<file path="config.mk">
export PLATFORM = sky130hd
export DESIGN_NAME = iq_magnitude_statistics_core_flat
export DESIGN_NICKNAME = d
export VERILOG_FILES = /design/src/rtl/iqms_pkg.sv /design/src/rtl/iqms_if.sv /design/src/rtl/iqms_mul.sv /design/src/rtl/iqms_cmpsub.sv /design/src/rtl/iq_magnitude_statistics_core.sv /design/src/flat_wrapper.sv
export SDC_FILE = /design/constraint.sdc
export NUM_CORES = 1
export LEC_CHECK = 0
export ABC_CLOCK_PERIOD_IN_PS = 8200
export BUFFER_PORTS_ARGS = -buffer_cell sky130_fd_sc_hd__buf_2
export CAP_MARGIN = 30
export CELL_PAD_IN_SITES_DETAIL_PLACEMENT = 0
export CELL_PAD_IN_SITES_GLOBAL_PLACEMENT = 1
export CORE_MARGIN = 1.5
export CORE_UTILIZATION = 49
export DETAILED_ROUTE_END_ITERATION = 8
export PLACE_DENSITY_LB_ADDON = 0.1
export RECOVER_POWER = 50
export SLEW_MARGIN = 10
export SYNTH_ARGS = -nofsm -noshare
export SYNTH_HDL_FRONTEND = slang
export SYNTH_SLANG_ARGS = --single-unit
</file>
<file path="constraint.sdc">
create_clock -name clk -period 8.2 [get_ports clk]
set_input_delay 0.41 -clock clk [delete_from_list [all_inputs] [get_ports clk]]
set_output_delay 0.41 -clock clk [all_outputs]
set_load 0.02 [all_outputs]
</file>
<file path="src/rtl/iqms_pkg.sv">
// ----------------------------------------------------------------------------
// iqms_pkg
// Widths and constants shared by the I/Q magnitude statistics block.
// ----------------------------------------------------------------------------
package iqms_pkg;

  localparam int SAMPLE_W = 8;   // offset-binary I or Q byte
  localparam int MAG_W    = 9;   // Q8 magnitude, 0..362
  localparam int PROD_W   = 18;  // 9x9 product
  localparam int ENERGY_W = 16;  // I'^2 + Q'^2, at most 32768
  localparam int RAD_W    = 18;  // square-root radicand, two bits per step
  localparam int SQ_W     = 17;  // square of a magnitude, at most 131044
  localparam int STEP_W   = 5;   // iteration counter
  localparam int OUT_CNT_W = 32; // reported sample count

  localparam logic [MAG_W-1:0]  MAG_ONE    = 9'd256;
  localparam logic [STEP_W-1:0] ROOT_LAST  = 5'd8;   // 9 root bits
  localparam logic [STEP_W-1:0] MEAN_LAST  = 5'd8;   // 9 quotient bits
  localparam logic [STEP_W-1:0] MSQ_LAST   = 5'd16;  // 17 quotient bits

endpackage

</file>
<file path="src/rtl/iqms_if.sv">
// ----------------------------------------------------------------------------
// iqms_if
// Valid/ready channels for I/Q samples in and record statistics out.
// ----------------------------------------------------------------------------
interface iqms_in_if;
  logic       valid;
  logic       ready;
  logic [7:0] i_sample;
  logic [7:0] q_sample;
  logic       last_sample;

  modport source (output valid, i_sample, q_sample, last_sample, input ready);
  modport sink   (input valid, i_sample, q_sample, last_sample, output ready);
endinterface

interface iqms_out_if;
  logic        valid;
  logic        ready;
  logic [8:0]  mean_mag;
  logic [8:0]  std_dev;
  logic [8:0]  max_mag;
  logic [8:0]  min_mag;
  logic [31:0] sample_count;

  modport source (output valid, mean_mag, std_dev, max_mag, min_mag, sample_count,
                  input ready);
  modport sink   (input valid, mean_mag, std_dev, max_mag, min_mag, sample_count,
                  output ready);
endinterface

</file>
<file path="src/rtl/iqms_mul.sv">
// ----------------------------------------------------------------------------
// iqms_mul
// Shared 9x9 unsigned multiplier with a registered product.
// ----------------------------------------------------------------------------
module iqms_mul (
  input  logic                         clk,
  input  logic [iqms_pkg::MAG_W-1:0]   a,
  input  logic [iqms_pkg::MAG_W-1:0]   b,
  output logic [iqms_pkg::PROD_W-1:0]  prod
);

  always_ff @(posedge clk) begin
    prod <= a * b;
  end

endmodule

</file>
<file path="src/rtl/iqms_cmpsub.sv">
// ----------------------------------------------------------------------------
// iqms_cmpsub
// Shared compare-and-subtract step for the square roots, the divisions and the variance.
// ----------------------------------------------------------------------------
module iqms_cmpsub #(
  parameter int W = 49
) (
  input  logic [W-1:0] a,
  input  logic [W-1:0] b,
  output logic [W-1:0] diff,
  output logic         ge
);

  assign ge   = (a >= b);
  assign diff = a - b;

endmodule

</file>
<file path="src/rtl/iq_magnitude_statistics_core.sv">
// ----------------------------------------------------------------------------
// iq_magnitude_statistics_core
// Per-record magnitude mean, deviation, min, max and count of I/Q samples.
// ----------------------------------------------------------------------------
// Each offset-binary I/Q pair is centred, its Q8 magnitude floor(sqrt(4*(I^2+Q^2)))
// is found bit by bit, and the record's min (starting at 1.0), max, sum, sum of
// squares and saturating count are updated. A beat with last_sample set also
// closes the record: one result beat carries mean, standard deviation, max, min
// and count, and the statistics clear. A sample is taken only in the idle state,
// so ready is low while a sample is processed; a last sample holds the input off
// through the report and any wait for the output register to drain. The work is
// done by one shared compare-subtract unit (9 root steps per sample, then 9 + 17
// division steps and 9 root steps per report) and one shared 9x9 multiplier.
module iq_magnitude_statistics_core #(
  parameter int COUNT_BITS = 32
) (
  input  logic              clk,
  input  logic              rst,
  iqms_in_if.sink           sample_in,
  iqms_out_if.source        stats_out
);

  localparam int MSUM_W = COUNT_BITS + iqms_pkg::MAG_W;
  localparam int SSUM_W = COUNT_BITS + iqms_pkg::SQ_W;
  localparam int EXT_W  = (COUNT_BITS > iqms_pkg::OUT_CNT_W) ? COUNT_BITS
                                                             : iqms_pkg::OUT_CNT_W;

  localparam logic [3:0] S_IDLE   = 4'd0;
  localparam logic [3:0] S_SQI    = 4'd1;
  localparam logic [3:0] S_SQQ    = 4'd2;
  localparam logic [3:0] S_SUMQ   = 4'd3;
  localparam logic [3:0] S_ROOT   = 4'd4;
  localparam logic [3:0] S_MAGSQ  = 4'd5;
  localparam logic [3:0] S_ACCUM  = 4'd6;
  localparam logic [3:0] S_DIVM   = 4'd7;
  localparam logic [3:0] S_DIVS   = 4'd8;
  localparam logic [3:0] S_MEANSQ = 4'd9;
  localparam logic [3:0] S_VAR    = 4'd10;
  localparam logic [3:0] S_REPORT = 4'd11;

  logic [3:0]                       state;
  logic [iqms_pkg::STEP_W-1:0]      cnt;
  logic                             rpt;
  logic                             last_q;
  logic [iqms_pkg::SAMPLE_W-1:0]    ai;
  logic [iqms_pkg::SAMPLE_W-1:0]    aq;
  logic [iqms_pkg::ENERGY_W-1:0]    energy;
  logic [iqms_pkg::RAD_W-1:0]       rad;
  logic [iqms_pkg::MAG_W-1:0]       root;
  logic [SSUM_W-1:0]                rem;
  logic [SSUM_W-1:0]                dvs;
  logic [iqms_pkg::SQ_W-1:0]        quo;
  logic [iqms_pkg::MAG_W-1:0]       mag;
  logic [iqms_pkg::MAG_W-1:0]       mean;
  logic [iqms_pkg::MAG_W-1:0]       std;

  logic [MSUM_W-1:0]                msum;
  logic [SSUM_W-1:0]                ssum;
  logic [iqms_pkg::MAG_W-1:0]       least;
  logic [iqms_pkg::MAG_W-1:0]       greatest;
  logic [COUNT_BITS-1:0]            seen;

  logic [MSUM_W-1:0]                msum_next;
  logic [SSUM_W-1:0]                ssum_next;
  logic [COUNT_BITS-1:0]            seen_next;
  logic                             seen_full;

  logic [iqms_pkg::MAG_W-1:0]       mul_a;
  logic [iqms_pkg::PROD_W-1:0]      prod;
  logic [SSUM_W-1:0]                cs_a;
  logic [SSUM_W-1:0]                cs_b;
  logic [SSUM_W-1:0]                cs_diff;
  logic                             cs_ge;
  logic [iqms_pkg::MAG_W-1:0]       root_next;
  logic [iqms_pkg::SQ_W-1:0]        var_val;
  logic [EXT_W-1:0]                 seen_ext;
  logic [iqms_pkg::OUT_CNT_W-1:0]   count_rpt;

  logic [iqms_pkg::SAMPLE_W-1:0]    abs_i;
  logic [iqms_pkg::SAMPLE_W-1:0]    abs_q;
  logic                             in_fire;
  logic                             out_free;

  assign sample_in.ready = (state == S_IDLE);
  assign in_fire  = sample_in.valid && sample_in.ready;
  assign out_free = !stats_out.valid || stats_out.ready;

  // |x - 128| fits in 8 bits, 128 included
  assign abs_i = sample_in.i_sample[7] ? {1'b0, sample_in.i_sample[6:0]}
                                       : 8'(8'd128 - sample_in.i_sample);
  assign abs_q = sample_in.q_sample[7] ? {1'b0, sample_in.q_sample[6:0]}
                                       : 8'(8'd128 - sample_in.q_sample);

  // multiplier operand: squares of I, Q, magnitude and mean
  always_comb begin
    unique case (state)
      S_SQI:    mul_a = {1'b0, ai};
      S_SQQ:    mul_a = {1'b0, aq};
      S_MAGSQ:  mul_a = mag;
      default:  mul_a = mean;
    endcase
  end

  iqms_mul u_mul (
    .clk  (clk),
    .a    (mul_a),
    .b    (mul_a),
    .prod (prod)
  );

  // compare-subtract operands: root trial, division trial, or variance
  always_comb begin
    unique case (state)
      S_ROOT: begin
        cs_a = {rem[SSUM_W-3:0], rad[iqms_pkg::RAD_W-1 -: 2]};
        cs_b = SSUM_W'({root, 2'b01});
      end
      S_VAR: begin
        cs_a = SSUM_W'(quo);
        cs_b = SSUM_W'(prod);
      end
      default: begin
        cs_a = rem;
        cs_b = dvs;
      end
    endcase
  end

  iqms_cmpsub #(.W(SSUM_W)) u_cmpsub (
    .a    (cs_a),
    .b    (cs_b),
    .diff (cs_diff),
    .ge   (cs_ge)
  );

  assign root_next = {root[iqms_pkg::MAG_W-2:0], cs_ge};
  assign var_val   = cs_ge ? cs_diff[iqms_pkg::SQ_W-1:0] : '0;

  assign seen_full = (seen == {COUNT_BITS{1'b1}});
  assign msum_next = seen_full ? msum : msum + MSUM_W'(mag);
  assign ssum_next = seen_full ? ssum : ssum + SSUM_W'(prod);
  assign seen_next = seen_full ? seen : seen + 1'b1;

  assign seen_ext  = EXT_W'(seen);
  assign count_rpt = (seen_ext > EXT_W'({iqms_pkg::OUT_CNT_W{1'b1}}))
                   ? {iqms_pkg::OUT_CNT_W{1'b1}} : seen_ext[iqms_pkg::OUT_CNT_W-1:0];

  always_ff @(posedge clk) begin
    if (rst) begin
      state           <= S_IDLE;
      rpt             <= 1'b0;
      stats_out.valid <= 1'b0;
      msum            <= '0;
      ssum            <= '0;
      least           <= iqms_pkg::MAG_ONE;
      greatest        <= '0;
      seen            <= '0;
    end else begin
      if ((state == S_REPORT) && out_free) begin
        stats_out.valid <= 1'b1;
      end else if (stats_out.valid && stats_out.ready) begin
        stats_out.valid <= 1'b0;
      end
      unique case (state)
        S_IDLE: begin
          if (in_fire) begin
            ai     <= abs_i;
            aq     <= abs_q;
            last_q <= sample_in.last_sample;
            state  <= S_SQI;
          end
        end
        S_SQI: begin
          state <= S_SQQ;
        end
        S_SQQ: begin
          energy <= prod[iqms_pkg::ENERGY_W-1:0];
          state  <= S_SUMQ;
        end
        S_SUMQ: begin
          rad   <= {iqms_pkg::ENERGY_W'(energy + prod[iqms_pkg::ENERGY_W-1:0]), 2'b00};
          rem   <= '0;
          root  <= '0;
          cnt   <= iqms_pkg::ROOT_LAST;
          state <= S_ROOT;
        end
        S_ROOT: begin
          rem  <= cs_ge ? cs_diff : cs_a;
          root <= root_next;
          rad  <= {rad[iqms_pkg::RAD_W-3:0], 2'b00};
          cnt  <= cnt - 1'b1;
          if (cnt == '0) begin
            if (rpt) begin
              std   <= root_next;
              state <= S_REPORT;
            end else begin
              mag   <= root_next;
              state <= S_MAGSQ;
            end
          end
        end
        S_MAGSQ: begin
          state <= S_ACCUM;
        end
        S_ACCUM: begin
          if (mag < least) begin
            least <= mag;
          end
          if (mag > greatest) begin
            greatest <= mag;
          end
          msum <= msum_next;
          ssum <= ssum_next;
          seen <= seen_next;
          if (last_q) begin
            rem   <= SSUM_W'(msum_next);
            dvs   <= SSUM_W'({seen_next, 8'b0});
            quo   <= '0;
            cnt   <= iqms_pkg::MEAN_LAST;
            state <= S_DIVM;
          end else begin
            state <= S_IDLE;
          end
        end
        S_DIVM: begin
          if (cnt == '0) begin
            mean  <= {quo[iqms_pkg::MAG_W-2:0], cs_ge};
            rem   <= ssum;
            dvs   <= SSUM_W'({seen, 16'b0});
            quo   <= '0;
            cnt   <= iqms_pkg::MSQ_LAST;
            state <= S_DIVS;
          end else begin
            rem <= cs_ge ? cs_diff : rem;
            dvs <= dvs >> 1;
            quo <= {quo[iqms_pkg::SQ_W-2:0], cs_ge};
            cnt <= cnt - 1'b1;
          end
        end
        S_DIVS: begin
          rem <= cs_ge ? cs_diff : rem;
          dvs <= dvs >> 1;
          quo <= {quo[iqms_pkg::SQ_W-2:0], cs_ge};
          cnt <= cnt - 1'b1;
          if (cnt == '0) begin
            state <= S_MEANSQ;
          end
        end
        S_MEANSQ: begin
          state <= S_VAR;
        end
        S_VAR: begin
          // clamp a negative variance at zero
          rad   <= iqms_pkg::RAD_W'(var_val);
          rem   <= '0;
          root  <= '0;
          rpt   <= 1'b1;
          cnt   <= iqms_pkg::ROOT_LAST;
          state <= S_ROOT;
        end
        S_REPORT: begin
          // hold until the output register is free
          if (out_free) begin
            stats_out.mean_mag     <= mean;
            stats_out.std_dev      <= std;
            stats_out.max_mag      <= greatest;
            stats_out.min_mag      <= least;
            stats_out.sample_count <= count_rpt;
            msum     <= '0;
            ssum     <= '0;
            least    <= iqms_pkg::MAG_ONE;
            greatest <= '0;
            seen     <= '0;
            rpt      <= 1'b0;
            state    <= S_IDLE;
          end
        end
        default: begin
          state <= S_IDLE;
        end
      endcase
    end
  end

endmodule
</file>
<file path="src/flat_wrapper.sv">
// flat-port wrapper written by rule: the top's interface ports become plain ports
module iq_magnitude_statistics_core_flat 
#(
  parameter int COUNT_BITS = 32
)
  (clk, rst, sample_in_valid, sample_in_i_sample, sample_in_q_sample, sample_in_last_sample, sample_in_ready, stats_out_valid, stats_out_mean_mag, stats_out_std_dev, stats_out_max_mag, stats_out_min_mag, stats_out_sample_count, stats_out_ready);
  iqms_in_if sample_in_i ();
  iqms_out_if stats_out_i ();
  input  logic clk;
  input  logic rst;
  input wire logic [$bits(sample_in_i.valid)-1:0] sample_in_valid;
  input wire logic [$bits(sample_in_i.i_sample)-1:0] sample_in_i_sample;
  input wire logic [$bits(sample_in_i.q_sample)-1:0] sample_in_q_sample;
  input wire logic [$bits(sample_in_i.last_sample)-1:0] sample_in_last_sample;
  output wire logic [$bits(sample_in_i.ready)-1:0] sample_in_ready;
  output wire logic [$bits(stats_out_i.valid)-1:0] stats_out_valid;
  output wire logic [$bits(stats_out_i.mean_mag)-1:0] stats_out_mean_mag;
  output wire logic [$bits(stats_out_i.std_dev)-1:0] stats_out_std_dev;
  output wire logic [$bits(stats_out_i.max_mag)-1:0] stats_out_max_mag;
  output wire logic [$bits(stats_out_i.min_mag)-1:0] stats_out_min_mag;
  output wire logic [$bits(stats_out_i.sample_count)-1:0] stats_out_sample_count;
  input wire logic [$bits(stats_out_i.ready)-1:0] stats_out_ready;
  assign sample_in_i.valid = sample_in_valid;
  assign sample_in_i.i_sample = sample_in_i_sample;
  assign sample_in_i.q_sample = sample_in_q_sample;
  assign sample_in_i.last_sample = sample_in_last_sample;
  assign sample_in_ready = sample_in_i.ready;
  assign stats_out_valid = stats_out_i.valid;
  assign stats_out_mean_mag = stats_out_i.mean_mag;
  assign stats_out_std_dev = stats_out_i.std_dev;
  assign stats_out_max_mag = stats_out_i.max_mag;
  assign stats_out_min_mag = stats_out_i.min_mag;
  assign stats_out_sample_count = stats_out_i.sample_count;
  assign stats_out_i.ready = stats_out_ready;
  iq_magnitude_statistics_core #(.COUNT_BITS(COUNT_BITS)) u_core (.clk(clk), .rst(rst), .sample_in(sample_in_i), .stats_out(stats_out_i));
endmodule
</file>
Word level (Yosys, flattened, before mapping)
Index checks and enable logic that the tools add are counted.
- multiply operators: 1
- $lt $le $gt $ge: 4
- add/sub/neg operators: 8
- reduce and logical (&&, ||, !) cells: 34
- bitwise gates (word level): 2
- shifts and indexed selects: 0
- eq/ne operators: 21
- divide/modulo/power cells: 0
- multiplexer cells: 49
- operators with widths (kind ; number):
    49-bit 2-to-1 mux ; 7
    49-bit case mux with 2 select lines ; 3
    49-bit case mux with 5 select lines ; 1
    49-bit case mux with 3 select lines ; 1
    41-bit 2-to-1 mux ; 2
    41-bit case mux with 2 select lines ; 1
    32-bit 2-to-1 mux ; 2
    32-bit case mux with 2 select lines ; 1
    18-bit case mux with 3 select lines ; 1
    9-bit case mux with 2 select lines ; 3
    17-bit 2-to-1 mux ; 3
    17-bit case mux with 3 select lines ; 1
    49-bit by 18-bit adder with 49-bit output ; 1
    49-bit greater-or-equal comparator ; 1
    49-bit subtractor ; 1
    48-bit 2-to-1 mux ; 1
    4-bit case mux with 11 select lines ; 1
    41-bit by 9-bit adder with 41-bit output ; 1
    9-bit 2-to-1 mux ; 4
    32-bit by 1-bit adder with 32-bit output, second input constant ; 1
    32-bit equality test, second input constant ; 1
    32-bit greater-than comparator, second input constant ; 1
    9-bit case mux with 3 select lines ; 1
    3-bit AND reduction ; 9
    33 further kinds ; 70
- input bits: 21
- bits in latches: 0
- flip-flop bits (word level): 439
- memories kept: 0
- ROM bits: 0
- logic and storage cells: 148
- memory bits (writable): 0
- output and inout bits: 70

Longest topological paths before layout
- depth after elaboration: 6
- gate-level depth with buffers: 27
- depth with buffers taken out: 24

Hierarchy
From an unflattened synthesis, not the netlist that was laid out.
- cell total of the unflattened synthesis: 3184
- area total of the unflattened synthesis: 29401.9 sq um
- modules (own cells, without submodules) (module ; cells each ; sequential area each (sq um) ; instances ; area an instance (sq um)):
    iq_magnitude_statistics_core ; 2378 ; 11150.7 ; 1 ; 23296.1
    iqms_cmpsub ; 487 ; 0.0 ; 1 ; 3163.0
    iqms_mul ; 319 ; 360.3 ; 1 ; 2942.8

Least setup slack after synthesis
Ideal clock, no wire load.
- kind: reg2reg
- start: register u_core.state[2]
- end: register u_core.u_mul.prod[17] (netlist bit)
- data arrival time: 5.779 ns
- stages on the path, launching flop included: 24
- setup time: 0.072 ns
- data required time: 8.128 ns
- period minus slack after synthesis: 5.851 ns
- buffers on the path: 3
- setup slack: 2.349 ns
- path through: dfxtp_1 buf_1 clkbuf_1 mux2_2 a222oi_1 clkbuf_1 or2_2 fa_1 inv_1 fa_1 ha_1 inv_1 fa_1 inv_1 ha_1 a21o_1 a21oi_1 nand2b_1 a21boi_0 o311a_1 o31ai_1 o21bai_1 a21oi_1 xnor2_1
- cells in the longest elaborated chain, start to end: 3
- elaborated cells between the ends (all ways): 5
- those cells by class: mul (1); eq/ne (3); mux (1)
- ends and longest elaborated chain (item ; line ; RTL):
    start: declaration ; iq_magnitude_statistics_core.sv:41 ; logic [3:0] state;
    start signal: assignment ; iq_magnitude_statistics_core.sv:150 ; state <= S_IDLE;
    start signal: assignment ; iq_magnitude_statistics_core.sv:170 ; state <= S_SQI;
    start signal: assignment ; iq_magnitude_statistics_core.sv:174 ; state <= S_SQQ;
    4-bit by 3-bit equality test with 1-bit output (tied with other cells) ; iq_magnitude_statistics_core.sv:96 ; unique case (state)
    9-bit case mux with 3 select lines (*) ; iq_magnitude_statistics_core.sv:96 ;
    9-bit by 9-bit multiplier with 18-bit output (*) ; iqms_mul.sv:13 ; prod <= a * b;
    end signal: assignment ; iqms_mul.sv:13 ;
    end: declaration ; iqms_mul.sv:9 ; output logic [iqms_pkg::PROD_W-1:0] prod
Mark *: on every way between the ends. The rest lies on a longest branch, timed or not.
A chain may end at the register's enable or synchronous reset.

Worst setup path in the final report
- start: register u_core.state[3]
- end: register u_core.rem[10], data pin
- cells in the longest elaborated chain, start to end: 6
- elaborated cells between the ends (all ways): 15
- those cells by class: add/sub (1); order compare (1); eq/ne (6); mux (6); reduce/logical (1)
- ends and longest elaborated chain (item ; line ; RTL):
    4-bit equality test / 4-bit by 3-bit equality test with 1-bit output (equally long branches) ; iq_magnitude_statistics_core.sv:113, iq_magnitude_statistics_core.sv:164 ;
    49-bit case mux with 2 select lines ; iq_magnitude_statistics_core.sv:113 ; unique case (state)
    49-bit subtractor / 49-bit greater-or-equal comparator (equally long branches) ; iqms_cmpsub.sv:15, iqms_cmpsub.sv:14 ;
    49-bit 2-to-1 mux ; iq_magnitude_statistics_core.sv:234, iq_magnitude_statistics_core.sv:241 ;
    49-bit 2-to-1 mux ; iq_magnitude_statistics_core.sv:226 ; if (cnt == '0) begin
    49-bit case mux with 5 select lines (*) ; iq_magnitude_statistics_core.sv:164 ; unique case (state)
    end signal: assignment ; iq_magnitude_statistics_core.sv:228 ; rem <= ssum;
    end signal: assignment ; iq_magnitude_statistics_core.sv:234 ; rem <= cs_ge ? cs_diff : rem;
    end signal: assignment ; iq_magnitude_statistics_core.sv:241 ; rem <= cs_ge ? cs_diff : rem;
    end: declaration ; iq_magnitude_statistics_core.sv:50 ; logic [SSUM_W-1:0] rem;
Marks and branches as above.

==> results.cfg <==
[logic_synthesis]
ys.flop_type = edfxtp_1
synth_seq_cells = 436
ys_seq_area_share_pct = 40.7
synth.top_cell.area_share_pct = 29.1
yosysWarnings = 0
synth_edf_count = 273
syn_area_per_cell_sq_um = 9.02
yosysMostFrequentCell = nand2_1
yosysUniqueCellTypes = 85
syn_nets = 3321
synthArstFlopShare_pct = 0
synth_area_sq_um = 28200
yosysTopAreaCell = edfxtp_1
syn_inst = 3122
synth_commonest_cells = nand2_1, nor2_1, edfxtp_1, a21oi_1, o21ai_0
synth_area_leaders = edfxtp_1, dfxtp_1, ha_1

[placement]
place_hpwl_um = 64300
port_buffers = 90
placed_cells = 3812
gp_congestion = 0.933

[global_route]
grt_first_pass_wirelength_um = 137000
grt_max_degree = 76
grtUsageTotal_pct = 29.8
grt_pass1_vias = 22800
grt_overflow_total = 0
antenna_found_initial = 3

[cts]
cts.repair.resized = 0
numCtsBuffers = 50
tritoncts = built
htreeDepth = 2
clockBufferDepth = 3
clkSinkCount = 436
root_buffer = clkbuf_16
insertion_delay_ns = 0.62
path_clk_slew_ns = 0.06

[timing]
skew_ns = 0.0280
fmax_mhz = 147
fin_crit_sh_pct = 83.2
worstMarginPinSlew_ns = 3.22
grt_setup_unrepaired = false
fin_crit_ns = 6.82
setup_viol = 0
setup_tns_ns = 0
slew_violations = 309
final_hold_viol_count = 0
relSlewSlack_pct = -115

[floorplan]
fp.dieW_um = 243
coreArea_sq_um = 56600
rows = 87
initial_utilization_pct = 49.7
chipHeight_um = 243
io_pins = 91
floorplan.die_area_sq_um = 58900

[worst_setup_path]
cpMostUsedCell = o21ai_0
cp_slowest_cell = clkbuf_1
path_buf_inv = 1
cp-start-kind = flip-flop
critPathMaxStageDelay_ns = 2.29
path_delay_family = buffers and inverters
crit-reg2reg-launch = u_core.state[3]
worstPathCellList = nor2b_1 -> nand2_1 -> clkbuf_1 -> o21ai_0 -> o21ai_0 -> o32ai_1
crit_required_ns = 8.50
reg2reg_to = u_core.rem[10]
path_max_fanout = 73
end_kind = flip-flop
cp.arrival_ns = 7.12
critical_path_class = reg -> reg
ff2ff_path_depth = 6
rrSetupSlack_ns = 1.38

[power_and_ir_drop]
p_per_area_nw_per_um2 = 400
power.leakage_nw = 11.5
ir_drop_uv = 716

[run]
drv_cap = 7

[min_path]
hold_path_class = in -> reg
worstHoldEndpoint = u_core.ai[7]
min_from = sample_in_i_sample[6]
whs_path_depth = 2

[outcome]
status = finished with violations
violations = max-capacitance violations, max-slew violations

[finish]
post-route-util_pct = 54.5
area_growth_pct = 9.66
drive_gt1_share_pct = 6.37
fin_nets = 3313
stdcell_count = 3912
diodes = 0

[drt]
wl_um = 89900
wire_per_inst_um = 23.0
drc = 0
via_per_inst = 6.25
drt-initial-drc-count = 2449
drt_first_pass_iters = 6
ant_nets = 0
vias = 24500
-- flip-flops by register name, indices dropped and copies added (netlist names), 17 cells and up --
signal                         cells
u_core.ssum                       49
u_core.dvs                        48
u_core.rem                        49
u_core.rad                        18
u_core.u_mul.prod                 17
u_core.quo                        17
u_core.seen                       32
u_core.msum                       41
u_core.stats_out.sample_count     32
-- placed cells by master (no fill, tap or decap), types with 16 or more instances in the layout --
| cell type | instances |
|---|---|
| a21o_1 | 41 |
| a221oi_1 | 20 |
| nor2b_1 | 17 |
| o21ai_0 | 206 |
| a31oi_1 | 24 |
| and3_1 | 31 |
| nand4_1 | 50 |
| a211oi_1 | 25 |
| nand2_1 | 313 |
| a22o_1 | 56 |
| or3_1 | 20 |
| fa_1 | 36 |
| and2_1 | 39 |
| o22ai_1 | 16 |
| o211ai_1 | 17 |
| nor2_1 | 288 |
| nor3_1 | 72 |
| nand3_1 | 73 |
| buf_2 | 17 |
| edfxtp_1 | 273 |
| dfxtp_1 | 163 |
| a21oi_1 | 259 |
| a22oi_1 | 87 |
| clkbuf_1 | 94 |
| xnor2_1 | 111 |
| inv_1 | 140 |
| buf_4 | 31 |
| clkbuf_16 | 51 |
| or2_2 | 21 |
| nor4_1 | 23 |
| xor2_1 | 72 |
| nand2b_1 | 29 |
| mux2i_1 | 23 |
| o21a_1 | 19 |
| ha_1 | 142 |
-- logic make-up (layout without fill, tap and decap cells) --
kind of cell / after synthesis / after routing / share of synthesized area (%)
AOI/OAI and AO/OA: 906 / 906 / 21.1
xor gates and xnor gates: 183 / 183 / 5.69
adders and majority gates: 178 / 178 / 8.87
buffers and inverters: 341 / 375 / 4.66
DFF: 436 / 436 / 40.7
muxes: 34 / 34 / 1.25
and+or+nand+nor: 1044 / 1044 / 17.7
-- routing by layer --
layer	vias to the layer above	track usage (%)	wire length, um
li1	11400	-	-
met1	12000	45.0	41800
met2	968	43.6	38100
met3	96	6.59	8580
met4	4	6.07	1470
met5	-	0	23
-- power breakdown --
part	internal, mW	total, mW	leakage, nW	switching, mW
registers	2.74	3.01	3.75	0.262
logic	2.88	7.00	6.94	4.12
clock network	1.38	2.35	0.841	0.971
-- timing repair --
| action | in CTS | in global routing |
|---|---|---|
| setup endpoints to repair | 0 | 0 |
| hold buffers | 3 | 0 |
| endpoints found under the hold margin | 3 | 0 |
| setup buffers | 0 | 0 |
-- how the worst max path moves through the flow --
stage                               start                     to  slack, ns  depth (start not counted)
final                     u_core.state[3]         u_core.rem[10]       1.38                          6
after global routing      u_core.state[0]  u_core.u_mul.prod[17]       0.89                         23
after CTS                 u_core.state[0]  u_core.u_mul.prod[17]       1.47                         23
after detailed placement  u_core.state[0]  u_core.u_mul.prod[17]       1.48                         23
after global placement    u_core.state[0]  u_core.u_mul.prod[17]       1.58                         23
after floorplan           u_core.state[2]  u_core.u_mul.prod[17]       2.35                         23
-- cell type report --
| cell class | instances | area, sq um |
|---|---|---|
| Clock buffer | 66 | 1380 |
| Clock inverter | 28 | 333 |
| Fill cell | 5243 | 25700 |
| Inverter | 140 | 526 |
| Multi-Input combinational cell | 2345 | 15500 |
| Sequential cell | 436 | 11500 |
| Tap cell | 756 | 946 |
| Timing Repair Buffer | 141 | 764 |
-- per-stage QoR --
step	power, mW	setup slack [ns]	cell area [sq um]	hold WS, ns
after floorplan	8.23	2.35	28200	0.400
after global placement	9.89	1.58	29200	0.408
after detailed placement	10.0	1.48	29300	0.408
after CTS	12.4	1.47	31000	0.0787
after global routing	13.4	0.891	30900	0.0882
final	12.4	1.38	30900	0.106
-- worst reg2reg max path, delay by kind of cell (launching register included) --
kind	cells	cell delay, ns
buffers and inverters	1	2.33
DFF	1	0.82
AOI/OAI and AO/OA	3	1.73
and+or+nand+nor	2	1.62
(Power assumes the default switching activity.)
